===== src/rtl/assert_macros.svh =====
// assertion macros used by the rtl of the swept box contact block
// expects signals named clock and reset in the module that uses them
`ifndef ASSERT_MACROS_SVH
`define ASSERT_MACROS_SVH

// antecedent implies consequent in the same cycle
`define SBC_ASSERT_IMP(lbl, ante, cons, msg) \
   lbl: assert property (@(posedge clock) disable iff (reset) (ante) |-> (cons)) \
      else $error(msg);

// condition must never hold
`define SBC_ASSERT_NEVER(lbl, cond, msg) \
   lbl: assert property (@(posedge clock) disable iff (reset) !(cond)) \
      else $error(msg);

`endif


===== src/rtl/sbc_pkg.sv =====
// shared constants and types of the swept box contact pipeline
// no dependencies
`default_nettype none
package sbc_pkg;
   localparam int VEL_FRAC_BITS_DEF  = 8;
   localparam int TIME_FRAC_BITS_DEF = 16;
   localparam int COORD_W            = 16;
   localparam int SIZE_W             = 15;
   localparam int VEL_W              = 16;
   localparam int DIST_W             = 20;
   localparam int DEN_W              = 16;
   localparam int NORM_W             = 2;

   localparam logic [NORM_W-1:0] NORM_NONE = 2'b00;
   localparam logic [NORM_W-1:0] NORM_POS  = 2'b01;
   localparam logic [NORM_W-1:0] NORM_NEG  = 2'b11;

   typedef struct packed {
      logic miss;
      logic bounded_x;
      logic bounded_y;
      logic neg_x;
      logic neg_y;
   } sbc_ctl_type;

   typedef struct packed {
      logic              hit;
      logic [NORM_W-1:0] normal_x;
      logic [NORM_W-1:0] normal_y;
   } sbc_tag_type;
endpackage
`default_nettype wire


===== src/rtl/sbc_slab.sv =====
// first stage: grown box distances and per axis slab bounds
// depends on sbc_pkg
`default_nettype none
module sbc_slab #(
   parameter int VEL_FRAC_BITS = sbc_pkg::VEL_FRAC_BITS_DEF,
   localparam int NEAR_W = sbc_pkg::DIST_W + VEL_FRAC_BITS
) (
   input  wire logic                                clock,
   input  wire logic                                reset,
   input  wire logic                                in_valid,
   input  wire logic signed [sbc_pkg::COORD_W-1:0]  mover_x,
   input  wire logic signed [sbc_pkg::COORD_W-1:0]  mover_y,
   input  wire logic        [sbc_pkg::SIZE_W-1:0]   mover_w,
   input  wire logic        [sbc_pkg::SIZE_W-1:0]   mover_h,
   input  wire logic signed [sbc_pkg::COORD_W-1:0]  target_x,
   input  wire logic signed [sbc_pkg::COORD_W-1:0]  target_y,
   input  wire logic        [sbc_pkg::SIZE_W-1:0]   target_w,
   input  wire logic        [sbc_pkg::SIZE_W-1:0]   target_h,
   input  wire logic signed [sbc_pkg::VEL_W-1:0]    velocity_x,
   input  wire logic signed [sbc_pkg::VEL_W-1:0]    velocity_y,
   output logic                                     out_valid,
   output sbc_pkg::sbc_ctl_type                     out_ctl,
   output logic signed [NEAR_W-1:0]                 out_near_x,
   output logic signed [NEAR_W-1:0]                 out_far_x,
   output logic        [sbc_pkg::DEN_W-1:0]         out_den_x,
   output logic signed [NEAR_W-1:0]                 out_near_y,
   output logic signed [NEAR_W-1:0]                 out_far_y,
   output logic        [sbc_pkg::DEN_W-1:0]         out_den_y
);
   import sbc_pkg::*;

   logic signed [DIST_W-1:0] d0x, d1x, d0y, d1y;
   logic                     zx, zy, okx, oky;
   logic                     valid_ff;
   sbc_ctl_type              ctl_ff, ctl_in;
   logic signed [NEAR_W-1:0] near_x_ff, far_x_ff, near_y_ff, far_y_ff;
   logic signed [NEAR_W-1:0] near_x_in, far_x_in, near_y_in, far_y_in;
   logic [DEN_W-1:0]         den_x_ff, den_y_ff, den_x_in, den_y_in;

   always_comb begin
      d0x = DIST_W'(target_x) - DIST_W'(mover_w >> 1) - DIST_W'(mover_x)
            - DIST_W'(mover_w >> 1);
      d1x = d0x + DIST_W'(target_w) + DIST_W'(mover_w);
      d0y = DIST_W'(target_y) - DIST_W'(mover_h >> 1) - DIST_W'(mover_y)
            - DIST_W'(mover_h >> 1);
      d1y = d0y + DIST_W'(target_h) + DIST_W'(mover_h);
      zx  = (velocity_x == '0);
      zy  = (velocity_y == '0);
      okx = !zx || (d0x <= 0 && d1x >= 0);
      oky = !zy || (d0y <= 0 && d1y >= 0);

      // moving toward negative: swap and negate the edges
      if (velocity_x[VEL_W-1]) begin
         near_x_in = NEAR_W'(-d1x) <<< VEL_FRAC_BITS;
         far_x_in  = NEAR_W'(-d0x) <<< VEL_FRAC_BITS;
         den_x_in  = DEN_W'(-velocity_x);
      end else begin
         near_x_in = NEAR_W'(d0x) <<< VEL_FRAC_BITS;
         far_x_in  = NEAR_W'(d1x) <<< VEL_FRAC_BITS;
         den_x_in  = DEN_W'(velocity_x);
      end
      if (velocity_y[VEL_W-1]) begin
         near_y_in = NEAR_W'(-d1y) <<< VEL_FRAC_BITS;
         far_y_in  = NEAR_W'(-d0y) <<< VEL_FRAC_BITS;
         den_y_in  = DEN_W'(-velocity_y);
      end else begin
         near_y_in = NEAR_W'(d0y) <<< VEL_FRAC_BITS;
         far_y_in  = NEAR_W'(d1y) <<< VEL_FRAC_BITS;
         den_y_in  = DEN_W'(velocity_y);
      end

      ctl_in.miss      = (zx && zy) || !okx || !oky;
      ctl_in.bounded_x = !zx;
      ctl_in.bounded_y = !zy;
      ctl_in.neg_x     = velocity_x[VEL_W-1];
      ctl_in.neg_y     = velocity_y[VEL_W-1];
   end

   always_ff @(posedge clock) begin
      if (reset) begin
         valid_ff <= 1'b0;
      end else begin
         valid_ff <= in_valid;
      end
   end

   always_ff @(posedge clock) begin
      ctl_ff    <= ctl_in;
      near_x_ff <= near_x_in;
      far_x_ff  <= far_x_in;
      den_x_ff  <= den_x_in;
      near_y_ff <= near_y_in;
      far_y_ff  <= far_y_in;
      den_y_ff  <= den_y_in;
   end

   assign out_valid  = valid_ff;
   assign out_ctl    = ctl_ff;
   assign out_near_x = near_x_ff;
   assign out_far_x  = far_x_ff;
   assign out_den_x  = den_x_ff;
   assign out_near_y = near_y_ff;
   assign out_far_y  = far_y_ff;
   assign out_den_y  = den_y_ff;
endmodule
`default_nettype wire


===== config.mk =====
export PLATFORM = sky130hd
export DESIGN_NAME = sbc_slab
export DESIGN_NICKNAME = d
export VERILOG_FILES = /design/src/rtl/assert_macros.svh /design/src/rtl/sbc_pkg.sv /design/src/rtl/sbc_slab.sv
export SDC_FILE = /design/constraint.sdc
export NUM_CORES = 1
export LEC_CHECK = 0
export CAP_MARGIN = 30
export CORE_MARGIN = 2
export CORE_UTILIZATION = 25
export DETAILED_ROUTE_END_ITERATION = 8
export DONT_BUFFER_PORTS = 1
export SLEW_MARGIN = 30
export SYNTH_ARGS = -nofsm -noshare
export SYNTH_HDL_FRONTEND = slang
export SYNTH_SLANG_ARGS = --single-unit

===== constraint.sdc =====
create_clock -name clock -period 11.2 [get_ports clock]
set_input_delay 3.36 -clock clock [delete_from_list [all_inputs] [get_ports clock]]
set_output_delay 3.36 -clock clock [all_outputs]
set_load 0.01 [all_outputs]

==> results by group <==
Final layout
  – Area Growth Syn to Fin: 10.15%
  – Antenna cells: 0
  – Non-Filler Instances: 1977
  – NumNets Final: 1703
  – Share of cells above drive strength 1: 6.100%
  – Final core area utilization: 27.97%

Clock tree
  – CTS Hold Bufs: 0
  – Clock sinks: 118
  – CTS H-tree depth: 4
  – CTS tree: built
  – Clk pin slew, worst setup/hold paths: 60 ps
  – Postcts setup bufs: 0
  – Cts repair resizes: 0
  – CTS root buffer: clkbuf_16
  – CTS Buf Count: 17
  – Maximum clock path buffer count: 2

Global routing
  – First-pass GRT wire length: 51950 microns
  – Initial antenna violation count: 1
  – Vias in the first global route: 9476
  – Largest net degree at the start of global routing: 80
  – Total global routing overflow: 0
  – GRT Overall Usage: 13.98%

Yosys
  – Register area share after synthesis: 20.41%
  – Number of library cell types mapped by synthesis: 83
  – Yosys top cell by area: dfxtp_1
  – Post-synth top area share: 20.41%
  – Syn avg cell area: 8.429 sq um
  – Asr flop ratio synth: 0%
  – Post-synth EDFFs: 0
  – Syn. warnings: 0
  – Top_reg_cell synth: dfxtp_1
  – Leading post-synthesis cells by cell area: dfxtp_1 20%, ha_1 13%, fa_1 11%
  – Post-synth top cells: 197 x inv_1, 118 x dfxtp_1, 118 x ha_1
  – Synth Instances: 1373
  – Seq cells post-synth: 118
  – Synth Cell Area: 11570 sq um
  – Most common cell in the netlist: inv_1

Placed design
  – Placed Instances: 1945
  – Pre-CTS setup slack: 1377 ps
  – Half-perimeter wire length after placement: 28800 microns
  – GP Congestion: 0.9144
  – Port Buffer Count: 0

Detailed routing
  – DRC viols: 0
  – Router iterations before antenna repair: 5
  – WL/cell: 17.15 microns
  – Routed Antenna Nets: 0
  – Via-to-Cell Ratio: 4.720
  – Initial DRC count: 504
  – Final wirelength: 33900 microns
  – Vias: 9332

Floorplan
  – Core box area: 45580 sq um
  – # rows: 78
  – Die Span Y: 219.2 microns
  – Die width: 219.2 microns
  – Initial Util: 25.39%
  – IO Count: 309
  – Die footprint: 48030 sq um

Timing
  – Max_slew headroom: 32.19%
  – Peak Freq: 0.1051 GHz
  – Final Slew Violations: 0
  – RSZ-0062 raised after global routing: no
  – Final setup violation count: 0
  – Min cycle time layout: 9515 ps
  – Setup TNS: 0 ps
  – Slew @ Worst Pin: 1017 ps
  – Final WS setup: 1686 ps
  – Fin crit share: 84.95%
  – Final Hold Violating Endpoints: 0

Critical path
  – Worst path required time: 11490 ps
  – Crit-path max FO: 8
  – Crit start category: primary input
  – Critical path capture point: out_near_x[24]
  – Crit Path Class: primary input to flip-flop
  – Critical Path End Type: flip-flop
  – Critical path data arrival time: 9800 ps
  – Worst Setup SP: mover_w[7]

Job
  – Max-cap check violation count: 0

Pwr
  – Comb pwr share: 68.3%
  – Pleak: 5.601 nW
  – Max VDD drop: 0.0001767 V
  – Internal power: 2.193 mW
  – PD cells: 345.1 nW/um^2
  – Reg power frac: 17.9%
  – P_sw: 2.207 mW
  – Clk pwr share: 13.8%
  – Sw Ratio: 50.17%

Run status
  – Status: complete, no violations

Hold path
  – Hold Crit Depth: 0
  – Worst min path class: primary input to flip-flop
==> power groups by stage <==
stage                     combinational, mW  sequential [mW]  clock [mW]
after floorplan                        2.35            0.728           0
after global placement                 2.92            0.804           0
after detailed placement               2.97            0.799           0
after CTS                              2.99            0.794       0.623
after global routing                   3.36            0.807       0.640
final                                  3.01            0.788       0.605
==> metrics by stage <==
stage          cell area (sq um)  power (mW)  hold WS (ps)
5_1_grt                    12750       4.811          2925
6_report                   12750       4.400          2957
2_1_floorplan              11690       3.081          3388
4_1_cts                    12750       4.411          2923
3_3_place_gp               12100       3.727          3388
3_5_place_dp               12100       3.770          3388
==> layout make-up <==
class,instances,area [sq um]
fill,4902,32830
multi-input combinational,1029,8243
sequential,118,2362
tap,600,750.7
inverter,197,739.5
clock buffer,19,452.9
clock inverter,13,192.7
timing repair buffer,1,7.507
==> per-layer routing <==
metal  global-route usage, %  part of all wire [%]
met1                   15.13                    38
met2                   25.27                    50
met3                   5.544                   9.4
met4                   3.559                   1.6
met5                       0                 0.038
==> logic make-up after synthesis <==
group,synth area share (%)
AND/OR/NAND/NOR,15.09
AO/OA/AOI/OAI,17.47
buffers and inverters,9.373
adder cells (fa/ha/maj),23.48
XOR/XNOR,11.05
flip-flops,20.41
multiplexers,3.092
other,0.03240
==> state kept, by name, indices dropped and copies added, names as in the netlist <==
name and cells:
out_ctl 5, out_den_x 16, out_den_y 16, out_far_x 20
out_far_y 20, out_near_x 20, out_near_y 20, out_valid 1
==> layout by cell type (no fill, tap or decap), drive strengths merged, types with 6 or more instances in the layout <==
| cell | count |
|---|---|
| nand2b | 9 |
| clkbuf | 19 |
| nand4 | 12 |
| a31oi | 7 |
| mux2i | 11 |
| nand3 | 25 |
| nor3b | 6 |
| and2 | 13 |
| or2 | 13 |
| and3 | 7 |
| mux2 | 22 |
| a21oi | 62 |
| conb | 32 |
| nor2 | 91 |
| or4 | 6 |
| xnor2 | 97 |
| a21o | 19 |
| ha | 118 |
| dfxtp | 118 |
| xor2 | 49 |
| fa | 62 |
| inv | 201 |
| or3 | 13 |
| o31ai | 14 |
| nor3 | 33 |
| o211ai | 7 |
| nor2b | 12 |
| nor4 | 16 |
| o21ai | 75 |
| o31a | 7 |
| nand2 | 76 |
| o21a | 21 |
| a211oi | 14 |
==> worst min path at each step <==
stage,slack [ps],startpoint,end
after floorplan,3390,velocity_y[15],out_ctl[0]
after global placement,3390,velocity_x[0],out_den_x[0]
after detailed placement,3390,velocity_x[0],out_den_x[0]
after CTS,2920,velocity_x[0],out_den_x[0]
after global routing,2920,velocity_x[0],out_den_x[0]
final,2960,velocity_x[0],out_den_x[0]
==> worst max-delay path, stage by stage <==
cell	delay, ps
inv_1	40
ha_1	290
xor2_1	180
fa_1	500
inv_1	40
ha_1	330
a2111oi_1	520
a211oi_1	250
o31a_1	380
a21oi_1	790
fa_1	570
ha_1	410
nand2_1	100
nor2_1	250
nand3_1	120
o211ai_1	300
xor2_1	230
a211oi_1	540
and4_1	290
nor3_1	50
a21oi_1	180
xnor2_1	90
Power figures use the tool's default switching activity.
