### config.mk
export PLATFORM = sky130hd
export DESIGN_NAME = sbc_div
export DESIGN_NICKNAME = d
export VERILOG_FILES = /design/src/rtl/assert_macros.svh /design/src/rtl/sbc_pkg.sv /design/src/rtl/sbc_div.sv
export SDC_FILE = /design/constraint.sdc
export NUM_CORES = 1
export LEC_CHECK = 0
export ABC_CLOCK_PERIOD_IN_PS = 3800
export BUFFER_PORTS_ARGS = -buffer_cell sky130_fd_sc_hd__buf_4
export CAP_MARGIN = 20
export CORE_ASPECT_RATIO = 1.5
export CORE_MARGIN = 3
export CORE_UTILIZATION = 55
export DETAILED_ROUTE_END_ITERATION = 10
export HOLD_SLACK_MARGIN = 0.12
export PLACE_DENSITY = 0.71
export SLEW_MARGIN = 20
export SYNTH_ARGS = -nofsm -noshare
export SYNTH_HDL_FRONTEND = slang
export SYNTH_SLANG_ARGS = --single-unit
### constraint.sdc
create_clock -name clock -period 3.8 [get_ports clock]
set_clock_uncertainty 0.15 [all_clocks]
set_input_delay 0.38 -clock clock [delete_from_list [all_inputs] [get_ports clock]]
set_output_delay 0.38 -clock clock [all_outputs]
set_load 0.1 [all_outputs]
### src/rtl/assert_macros.svh
// assertion macros used by the rtl of the swept box contact block
// expects signals named clock and reset in the module that uses them
`ifndef ASSERT_MACROS_SVH
`define ASSERT_MACROS_SVH

// antecedent implies consequent in the same cycle
`define SBC_ASSERT_IMP(lbl, ante, cons, msg) \
   lbl: assert property (@(posedge clock) disable iff (reset) (ante) |-> (cons)) \
      else $error(msg);

// condition must never hold
`define SBC_ASSERT_NEVER(lbl, cond, msg) \
   lbl: assert property (@(posedge clock) disable iff (reset) !(cond)) \
      else $error(msg);

`endif

### src/rtl/sbc_pkg.sv
// shared constants and types of the swept box contact pipeline
// no dependencies
`default_nettype none
package sbc_pkg;
   localparam int VEL_FRAC_BITS_DEF  = 8;
   localparam int TIME_FRAC_BITS_DEF = 16;
   localparam int COORD_W            = 16;
   localparam int SIZE_W             = 15;
   localparam int VEL_W              = 16;
   localparam int DIST_W             = 20;
   localparam int DEN_W              = 16;
   localparam int NORM_W             = 2;

   localparam logic [NORM_W-1:0] NORM_NONE = 2'b00;
   localparam logic [NORM_W-1:0] NORM_POS  = 2'b01;
   localparam logic [NORM_W-1:0] NORM_NEG  = 2'b11;

   typedef struct packed {
      logic miss;
      logic bounded_x;
      logic bounded_y;
      logic neg_x;
      logic neg_y;
   } sbc_ctl_type;

   typedef struct packed {
      logic              hit;
      logic [NORM_W-1:0] normal_x;
      logic [NORM_W-1:0] normal_y;
   } sbc_tag_type;
endpackage
`default_nettype wire

### src/rtl/sbc_div.sv
// pipelined restoring divider, one quotient bit per stage, for the
// contact time; carries the hit tag alongside; depends on sbc_pkg
`default_nettype none
module sbc_div #(
   parameter int TIME_FRAC_BITS = sbc_pkg::TIME_FRAC_BITS_DEF,
   localparam int QB = TIME_FRAC_BITS + 1
) (
   input  wire logic                       clock,
   input  wire logic                       reset,
   input  wire logic                       in_valid,
   input  wire sbc_pkg::sbc_tag_type       in_tag,
   input  wire logic [sbc_pkg::DEN_W-1:0]  in_num,
   input  wire logic [sbc_pkg::DEN_W-1:0]  in_den,
   output logic                            out_valid,
   output sbc_pkg::sbc_tag_type            out_tag,
   output logic [QB-1:0]                   out_quot
);
   import sbc_pkg::*;

   for (genvar k = 0; k < QB; k++) begin : g_stage
      logic             valid_ff;
      sbc_tag_type      tag_ff;
      logic [DEN_W:0]   rem_ff;
      logic [DEN_W-1:0] den_ff;
      logic [QB-1:0]    quot_ff;
      logic             prev_valid;
      sbc_tag_type      prev_tag;
      logic [DEN_W:0]   prev_rem, trial, rem_in;
      logic [DEN_W-1:0] prev_den;
      logic [QB-1:0]    prev_quot;
      logic             ge;

      if (k == 0) begin : g_first
         assign prev_valid = in_valid;
         assign prev_tag   = in_tag;
         assign prev_rem   = {1'b0, in_num};
         assign prev_den   = in_den;
         assign prev_quot  = '0;
         assign trial      = prev_rem;
      end else begin : g_next
         assign prev_valid = g_stage[k-1].valid_ff;
         assign prev_tag   = g_stage[k-1].tag_ff;
         assign prev_rem   = g_stage[k-1].rem_ff;
         assign prev_den   = g_stage[k-1].den_ff;
         assign prev_quot  = g_stage[k-1].quot_ff;
         assign trial      = {prev_rem[DEN_W-1:0], 1'b0};
      end

      assign ge     = (trial >= {1'b0, prev_den});
      assign rem_in = ge ? (trial - {1'b0, prev_den}) : trial;

      always_ff @(posedge clock) begin
         if (reset) begin
            valid_ff <= 1'b0;
         end else begin
            valid_ff <= prev_valid;
         end
      end

      always_ff @(posedge clock) begin
         tag_ff  <= prev_tag;
         rem_ff  <= rem_in;
         den_ff  <= prev_den;
         quot_ff <= {prev_quot[QB-2:0], ge};
      end
   end

   assign out_valid = g_stage[QB-1].valid_ff;
   assign out_tag   = g_stage[QB-1].tag_ff;
   assign out_quot  = g_stage[QB-1].quot_ff;
endmodule
`default_nettype wire

==> results of run 1 <==
[cells in the final DEF (no fill, tap or decap), types with 40 or more instances in the layout]
master | synthesis | layout
dfxtp_1 | 767 | 767
inv_1 | 358 | 358
ha_1 | 271 | 271
nand2_1 | 175 | 175
o21ai_0 | 173 | 170
a21oi_1 | 159 | 159
nor2_1 | 153 | 153
xnor2_1 | 114 | 114
mux2_2 | 110 | 110
buf_4 | 6 | 80
clkbuf_16 | 0 | 71
a21o_1 | 70 | 70
nor3_1 | 65 | 65
nor2b_1 | 62 | 62
xor2_1 | 57 | 57
nand3_1 | 45 | 45
dlygate4sd3_1 | 0 | 40
[metal layers]
metal / global-route usage / up-vias
met2: 0.480 / 467
met5: 0 / -
met4: 0.152 / 0
met1: 0.184 / 10400
li1: - / 10900
met3: 0.0304 / 261
[worst register-to-register path, delay by kind of cell (launching register included)]
family                   cells  cell delay [ps]
AO/OA/AOI/OAI                6             1860
adder cells (fa/ha/maj)      1              290
buffers and inverters        1               70
flip-flops                   1              400
multiplexers                 1              450
AND/OR/NAND/NOR              1              150
[final cells by class]
type	instances	area, um2	share of cell area
repair buffers	120	1000	0.0281
multi-input cells	1931	14600	0.408
flip-flops and latches	767	15400	0.431
inverters	359	1350	0.0378
clock buffers	88	1920	0.0539
clock inverters	34	534	0.0150
well taps	756	946	0.0265
[logic make-up (layout without fill, tap and decap cells)]
group / Yosys count / count (layout) / share of synthesized area
flip-flops: 767 / 767 / 0.488
XOR/XNOR: 171 / 171 / 0.0476
buffers and inverters: 398 / 601 / 0.0503
multiplexers: 148 / 148 / 0.0551
AO/OA/AOI/OAI: 658 / 658 / 0.138
AND/OR/NAND/NOR: 667 / 667 / 0.104
adder cells (fa/ha/maj): 287 / 287 / 0.118
[worst max path at each step]
stage | start | to | depth (start not counted)
floorplan | in_num[0] | g_stage[0].rem_ff[10] | 11
global placement | g_stage[2].den_ff[1] | g_stage[3].rem_ff[8] | 10
detailed placement | g_stage[2].den_ff[1] | g_stage[3].rem_ff[8] | 10
CTS | g_stage[2].den_ff[1] | g_stage[3].rem_ff[8] | 10
global route | g_stage[2].den_ff[1] | g_stage[3].rem_ff[3] | 10
finish | g_stage[2].den_ff[1] | g_stage[3].rem_ff[8] | 10
[state kept, by name, indices dropped and copies added (netlist names)]
register	flops
g_stage.den_ff	240
g_stage.prev_rem	16
out_valid	1
g_stage.rem_ff	240
g_stage.prev_den	16
g_stage.prev_tag	5
g_stage.quot_ff	126
g_stage.prev_valid	1
g_stage.prev_quot	10
g_stage.tag_ff	75
out_tag	5
out_quot	17
g_stage.valid_ff	15
[where the power goes]
part / switching, mW / leakage, nW / internal [mW]
clock network: 3.02 / 1.20 / 4.38
logic: 8.88 / 8.80 / 7.20
registers: 1.23 / 6.46 / 10.6
==> run_results.csv, run 1 <==
group,metric,value,unit
grt,grt_pass1_wl,111000,um
logic_synthesis,synth_cell_types,83,
detailed_routing,top_layer_used,"met4",
logic_synthesis,syn-num-nets,3423,
clock_tree,numClockSinks,767,
power_and_ir_drop,cellPowerDensity,990,nW/um2
critical_path,worst_path_max_delay_cell,"a21o_1",
detailed_routing,drc_errors,0,
finish,diodes,0,
clock_tree,cts-resized-gates,0,
floorplan,fp.dieArea,60200,um2
logic_synthesis,syn_area,31500,um2
logic_synthesis,yosysWarnings,0,
detailed_routing,ant_nets,0,
timing,period_share,0.919,
clock_tree,cts-root-buf,"clkbuf_16",
critical_path,critPathBufInv,1,
clock_tree,clk_latency,610,ps
placement,placed_cell_area,32800,um2
floorplan,die_w,201,um
critical_path,reg2regPathDepth,10,
grt,first_global_vias,23600,
critical_path,cp_max_fo,16,
finish,layout-drive-gt1-share,0.112,
worst_hold_path,hp-class,"reg -> reg",
timing,fin_tns_setup,0,ps
logic_synthesis,seq_area_frac_synth,0.488,
critical_path,cp-end-kind,"flip-flop",
clock_tree,clk_pin_slew,60,ps
logic_synthesis,synth_seq_cells,767,
timing,hold-worst-slack,173,ps
clock_tree,cts_buffers,71,
critical_path,critPathMaxStageDelay,610,ps
finish,num-nets-final,3577,
placement,dpl.cell_count,3893,
logic_synthesis,synth_top_flop_cell,"dfxtp_1",
timing,finalMaxSlewViolations,0,
logic_synthesis,synth-edff-count,0,
clock_tree,cts_max_level,3,
logic_synthesis,synth_common_cells,"dfxtp_1, inv_1, ha_1, nand2_1, o21ai_0",
logic_synthesis,synthArstFlopShare,0,
finish,finalInstanceArea,35700,um2
clock_tree,post-cts-setup-buffers,0,
logic_synthesis,synth_largest_area_cell,"dfxtp_1",
finish,n_fill_cell,4527,
detailed_routing,routed_via_density,5.45,
detailed_routing,vias,22100,
finish,syn_to_final_growth,13.3,%
clock_tree,clk_path_buf_depth,3,
floorplan,ios,63,
timing,worst_pin_slew,895,ps
placement,dpl.hpwl,53500,um
timing,finalSetupViolations,0,
floorplan,fp.dieH,299,um
timing,fmax,0.286,GHz
critical_path,path_cells,"inv_1 -> ha_1 -> nor2b_1 -> o31ai_1 -> a21oi_1 -> o22ai_2 -> o21ai_0 -> a21oi_1 -> a21o_1 -> mux2_2",
timing,period_minus_slack,3490,ps
detailed_routing,drt-total-wl,68600,um
critical_path,required,4140,ps
critical_path,rr_endpoint,"g_stage[3].rem_ff[8]",
detailed_routing,dr.pass1.iters,8,
logic_synthesis,syn_inst,3096,
logic_synthesis,synth_top_area_share,0.488,
logic_synthesis,syn-mean-instance-area,10.2,um2
floorplan,fp-row-count,106,
floorplan,core_area,56200,um2
worst_hold_path,hp-start,"g_stage[15].quot_ff[11]",
grt,grt_overflow,0,
power_and_ir_drop,leakagePower,16.5,nW
logic_synthesis,synth_most_common_cell,"dfxtp_1",
critical_path,regToRegStartpoint,"g_stage[2].den_ff[1]",
worst_hold_path,hold_depth,0,
critical_path,critPathLaunchType,"flip-flop",
critical_path,cp_top_family,"compound AO/OA/AOI/OAI gates",
detailed_routing,wl_per_cell,16.9,um
timing,slew-limit-headroom,0.403,
critical_path,cp_common_cell,"a21oi_1",
grt,grt_usage,0.226,
logic_synthesis,synth.area.top_cells,"dfxtp_1, ha_1, inv_1",
critical_path,crit_type,"reg -> reg",
placement,pre_cts_slack,330,ps
grt,grt_max_degree,27,
status,status,"completed",
power_and_ir_drop,ir_drop,469,uV
floorplan,start_util,0.560,
clock_tree,cts_tree,"yes",
worst_hold_path,hold_end,"out_quot[12]",
detailed_routing,met1_length,21700,um
finish,postLayoutCoreUtil,0.634,
timing,finalHoldViolCount,0,
clock_tree,ctsHoldBuffers,40,
detailed_routing,wl_met2,40200,um
timing,fin_ws,309,ps
run,cap_violations,0,
detailed_routing,drtIter0Drc,928,
detailed_routing,wl_met3,1830,um
critical_path,r2r_slack,310,ps
finish,final_cells,4055,
placement,gp_congestion,0.953,
grt,antenna_found_initial,0,
timing,rsz0062_at_grt,"no",
power_and_ir_drop,total_power,35.3,mW
critical_path,critPathArrivalTime,3830,ps
placement,port_buffers,62,
Power figures use the tool's default switching activity.
==> run 2, diff against run 1 <==
- ABC_CLOCK_PERIOD_IN_PS: 3800 -> 2800
- CORE_UTILIZATION: 55 -> 50
- PLACE_DENSITY: 0.71 -> 0.68
- clock period: 3.8 -> 2.8 ns (I/O delays scaled with it)
==> run 2 against run 1 <==
Routed wire length grew 8.3%. Global-route usage shrank 0.65 points. Core utilization shrank 2.1 points. Sequential cell count is the same. Final cell count grew 6.0%. Clock power grew 35%. Combinational power grew 60%. Critical path depth grew 1. Worst setup slack lost 270 ps. Largest cell class unchanged.
==> run_results.csv, run 2 (synthesis results as in run 1) <==
group,metric,value,unit
power_and_ir_drop,power_switching,19.1,mW
clock_tree,cts_tree,"yes",
grt,grt_usage,0.219,
clock_tree,clk_latency,630,ps
run,cap_violations,0,
timing,hold-worst-slack,164,ps
finish,finalInstanceArea,38200,um2
clock_tree,cts_max_level,3,
critical_path,rr_endpoint,"g_stage[4].rem_ff[3]",
timing,finalSetupViolations,0,
floorplan,core_area,62200,um2
grt,grt_pass1_wl,116000,um
power_and_ir_drop,leakagePower,17.6,nW
finish,final_common_cell,"dfxtp_1",
finish,num-nets-final,3769,
floorplan,ios,63,
timing,worst_pin_slew,654,ps
critical_path,cp_max_fo,8,
timing,slew-limit-headroom,0.559,
power_and_ir_drop,p_int,32.9,mW
worst_hold_path,hp-class,"reg -> reg",
grt,grt_overflow,0,
clock_tree,clk_pin_slew,60,ps
critical_path,regToRegStartpoint,"g_stage[3].den_ff[1]",
critical_path,critPathLaunchType,"flip-flop",
critical_path,reg2regPathDepth,11,
power_and_ir_drop,cellPowerDensity,1360,nW/um2
grt,first_global_vias,24100,
finish,layout-drive-gt1-share,0.197,
timing,rsz0062_at_grt,"yes",
finish,top_regs,"g_stage.den_ff (240), g_stage.rem_ff (240), g_stage.quot_ff (126)",
placement,placed_cell_area,34100,um2
detailed_routing,vias,23100,
detailed_routing,dr.pass1.iters,7,
finish,syn_to_final_growth,21.2,%
critical_path,crit_end,"g_stage[4].rem_ff[3]",
timing,period_share,0.985,
power_and_ir_drop,clkPwrFrac,0.192,
finish,diodes,0,
detailed_routing,routed_via_density,5.38,
finish,final_cell_mix,"dfxtp_1, inv_1, ha_1",
clock_tree,cts_buffers,72,
floorplan,fp.dieArea,66100,um2
critical_path,crit_type,"reg -> reg",
timing,finalMaxSlewViolations,0,
clock_tree,numClockSinks,767,
grt,grt_max_degree,31,
power_and_ir_drop,ir_drop,578,uV
floorplan,fp.dieH,313,um
floorplan,start_util,0.506,
power_and_ir_drop,power_frac_comb,0.496,
detailed_routing,drc_errors,0,
power_and_ir_drop,switching_share,0.367,
detailed_routing,wl_per_cell,17.3,um
placement,port_buffers,62,
timing,period_minus_slack,2760,ps
critical_path,critPathArrivalTime,3120,ps
detailed_routing,drtIter0Drc,1032,
critical_path,cp-end-kind,"flip-flop",
detailed_routing,drt-total-wl,74300,um
timing,fmax,0.363,GHz
detailed_routing,ant_nets,0,
placement,dpl.hpwl,56700,um
critical_path,required,3160,ps
floorplan,fp-row-count,112,
critical_path,r2r_slack,40,ps
floorplan,die_w,211,um
critical_path,startpoint,"g_stage[3].den_ff[1]",
grt,antenna_found_initial,0,
clock_tree,clk_path_buf_depth,3,
worst_hold_path,hold_depth,0,
placement,gp_congestion,0.939,
clock_tree,cts-root-buf,"clkbuf_16",
status,status,"completed",
timing,finalHoldViolCount,0,
power_and_ir_drop,pwr-share-seq,0.312,
[run 2: layer usage]
metal / track usage / vias to the layer above / wire length, um
li1: - / 11300 / -
met4: 0.177 / 0 / 6120
met5: 0 / - / 0
met2: 0.457 / 541 / 43200
met1: 0.174 / 10900 / 22900
met3: 0.0275 / 288 / 2080
[run 2: how the worst min path moves through the flow]
stage / startpoint / endpoint / slack, ps
after floorplan: in_den[0] / g_stage[0].den_ff[0] / 160
after global placement: g_stage[1].quot_ff[1] / g_stage[2].quot_ff[2] / 160
after detailed placement: g_stage[10].prev_quot[4] / g_stage[10].quot_ff[5] / 160
after CTS: in_tag[2] / g_stage[0].tag_ff[2] / 130
after global routing: in_den[7] / g_stage[0].den_ff[7] / 160
final: g_stage[14].tag_ff[0] / g_stage[15].tag_ff[0] / 160
[run 2: what timing repair did]
action / 4_1_cts / 5_1_grt
pin swaps: 12 / 63
hold endpoints to repair: 54 / 0
buffers inserted: 8 / 30
gates resized for setup: 26 / 168
setup endpoints to repair: 82 / 179
hold buffers: 40 / 0
gates cloned: 0 / 6
[run 2: critical path: stages (launching register included)]
cell	delay (ps)
dfxtp_2	330
inv_2	40
ha_4	210
nor2b_4	120
o31a_1	320
o211ai_2	220
nand2_2	90
o41ai_4	340
o2111ai_2	160
and2_4	190
buf_12	140
mux2_4	310
[run 2: power by group through the flow]
stage                     Sequential (mW)  Clock (mW)  Combinational, mW
after global routing                 16.5        10.6               28.1
after global placement               16.3           0               22.9
after CTS                            16.1        10.2               23.9
after detailed placement             16.4           0               23.5
final                                16.2        9.98               25.8
after floorplan                      16.5           0               16.4
[run 2: metrics by stage]
step                      worst slack [ps]   util  cells  setup TNS, ps  power (mW)
final                                 41.4  0.614   4297              0        51.9
after global routing                 -66.2  0.614   4297          -2150        55.2
after CTS                            -10.8  0.597   4262          -10.8        50.3
after detailed placement              -397  0.548   4083          -7440        39.9
after global placement                -408  0.548   4083          -6960        39.2
after floorplan                       80.3      -   3096              0        32.8
[run 2: area by class of cell]
class | count | area [um2]
tap | 798 | 998
sequential | 767 | 15400
clock buffer | 98 | 2060
fill | 4993 | 24000
clock inverter | 33 | 394
inverter | 359 | 1350
multi-input combinational | 1931 | 15200
timing repair buffer | 311 | 2740
==> run 3, diff against run 2 <==
- ABC_CLOCK_PERIOD_IN_PS: 2800 -> 3390
- GPL_TIMING_DRIVEN: default -> 1
- PLACE_DENSITY: 0.68 -> 0.66
- clock period: 2.8 -> 3.39 ns (I/O delays scaled with it)
==> run 3 against run 2 <==
Register-to-register slack improved by 200 ps. Via count is 4.8% lower. Maximum frequency down 12%. Sequential share of layout area is 2.3 points higher. Non-clock buffer count is 179 lower.
==> run_results.csv, run 3 (synthesis results as in run 1) <==
group,metric,value,unit
finish,syn_to_final_growth,14.4,%
critical_path,cp_max_fo,15,
run,cap_violations,0,
placement,port_buffers,62,
detailed_routing,drc_errors,0,
grt,antenna_found_initial,0,
power_and_ir_drop,ir_drop,486,uV
clock_tree,clk_pin_slew,60,ps
detailed_routing,drtIter0Drc,920,
detailed_routing,dr.pass1.iters,8,
critical_path,critPathLaunchType,"flip-flop",
power_and_ir_drop,leakagePower,16.6,nW
grt,grt_usage,0.210,
floorplan,fp.dieArea,66100,um2
worst_hold_path,hold_depth,0,
clock_tree,cts_max_level,3,
clock_tree,numClockSinks,767,
finish,top_regs,"g_stage.den_ff (240), g_stage.rem_ff (240), g_stage.quot_ff (126)",
critical_path,required,3740,ps
timing,period_share,0.927,
finish,diodes,0,
grt,first_global_vias,23200,
floorplan,die_w,211,um
timing,finalMaxSlewViolations,0,
floorplan,fp.dieH,313,um
power_and_ir_drop,pwr-share-seq,0.330,
placement,dpl.hpwl,54400,um
grt,grt_pass1_wl,111000,um
timing,finalHoldViolCount,0,
timing,finalSetupViolations,0,
critical_path,critPathArrivalTime,3500,ps
critical_path,reg2regPathDepth,10,
placement,pre_cts_slack,157,ps
critical_path,r2r_slack,250,ps
clock_tree,clk_path_buf_depth,3,
clock_tree,cts_buffers,73,
critical_path,rr_endpoint,"g_stage[6].rem_ff[3]",
floorplan,ios,63,
critical_path,crit_type,"reg -> reg",
clock_tree,cts-root-buf,"clkbuf_16",
finish,layout-drive-gt1-share,0.117,
timing,rsz0062_at_grt,"no",
power_and_ir_drop,total_power,40.2,mW
power_and_ir_drop,p_int,25.4,mW
power_and_ir_drop,clkPwrFrac,0.214,
power_and_ir_drop,switching_share,0.368,
critical_path,regToRegStartpoint,"g_stage[5].den_ff[1]",
detailed_routing,drt-total-wl,69300,um
finish,final_common_cell,"dfxtp_1",
floorplan,core_area,62200,um2
finish,postLayoutCoreUtil,0.579,
timing,period_minus_slack,3140,ps
finish,final_cells,4119,
timing,fin_ws,246,ps
grt,grt_overflow,0,
placement,dpl.cell_count,3947,
timing,worst_pin_slew,964,ps
worst_hold_path,hp-class,"reg -> reg",
power_and_ir_drop,cellPowerDensity,1110,nW/um2
detailed_routing,ant_nets,0,
finish,final_cell_mix,"dfxtp_1, inv_1, ha_1",
critical_path,cp-end-kind,"flip-flop",
grt,grt_max_degree,31,
timing,fmax,0.318,GHz
timing,fin_tns_setup,0,ps
worst_hold_path,hold_end,"g_stage[11].tag_ff[2]",
detailed_routing,vias,22000,
clock_tree,clk_latency,630,ps
timing,slew-limit-headroom,0.357,
detailed_routing,wl_per_cell,16.8,um
placement,gp_congestion,0.942,
power_and_ir_drop,power_frac_comb,0.456,
detailed_routing,routed_via_density,5.35,
floorplan,fp-row-count,112,
finish,num-nets-final,3591,
floorplan,start_util,0.506,
worst_hold_path,hp-start,"g_stage[10].tag_ff[2]",
power_and_ir_drop,power_switching,14.8,mW
clock_tree,cts_tree,"yes",
status,status,"completed",
run 3: cell count changes in the layout (fill, tap and decap cells not counted), moves of 21 or more:
cell,change
buf_4,-159
dfxtp_1,+26
dfxtp_2,-25
ha_1,+21
run 3: through the flow:
stage | cell area [um2] | hold slack (ps)
after global routing | 36000 | 175
after CTS | 36000 | 160
final | 36000 | 170
after detailed placement | 33000 | 162
after floorplan | 31500 | 160
after global placement | 33000 | 160
run 3: routing by layer:
metal | share of wire | global-route usage
met3 | 0.026 | 0.0290
met4 | 0.066 | 0.140
met2 | 0.60 | 0.448
met1 | 0.31 | 0.169
met5 | 0 | 0
run 3: what timing repair did:
item / in CTS / in global routing
endpoints found under the hold margin: 54 / 0
gates resized for setup: 0 / 3
setup buffers: 0 / 0
hold buffers: 40 / 0
setup endpoints to repair: 0 / 12
run 3: worst max-delay path by stage:
stage	from	end	slack, ps	cells past startpoint
after floorplan	in_num[0]	g_stage[0].rem_ff[10]	610	11
after global placement	g_stage[2].den_ff[1]	g_stage[3].rem_ff[6]	280	11
after detailed placement	g_stage[2].den_ff[1]	g_stage[3].rem_ff[6]	160	11
after CTS	g_stage[2].den_ff[1]	g_stage[3].rem_ff[6]	130	11
after global routing	g_stage[5].den_ff[1]	g_stage[6].rem_ff[3]	30	10
final	g_stage[5].den_ff[1]	g_stage[6].rem_ff[3]	250	10
run 3: power groups by stage:
stage | Sequential, mW | Clock [mW] | Combinational [mW]
final | 13.2 | 8.60 | 18.3
after global routing | 13.5 | 9.20 | 20.2
after CTS | 13.3 | 8.85 | 18.3
after detailed placement | 13.4 | 0 | 18.2
after global placement | 13.4 | 0 | 17.7
after floorplan | 13.6 | 0 | 13.5
run 3: cell type report:
class                      instances  area (um2)
fill                            5229       26200
sequential                       767       15400
multi-input combinational       1931       14600
clock buffer                     104        2140
inverter                         359        1350
timing repair buffer             132        1180
tap                              798         998
clock inverter                    28         435
run 3: critical path, stage by stage, from the launching register on:
cell and delay [ps]:
dfxtp_1 380, inv_1 60, ha_1 300, nor2b_1 220
o31a_1 260, o211ai_2 130, nand2_2 100, o41ai_4 70
o2111ai_1 230, and2_1 710, mux2_2 420
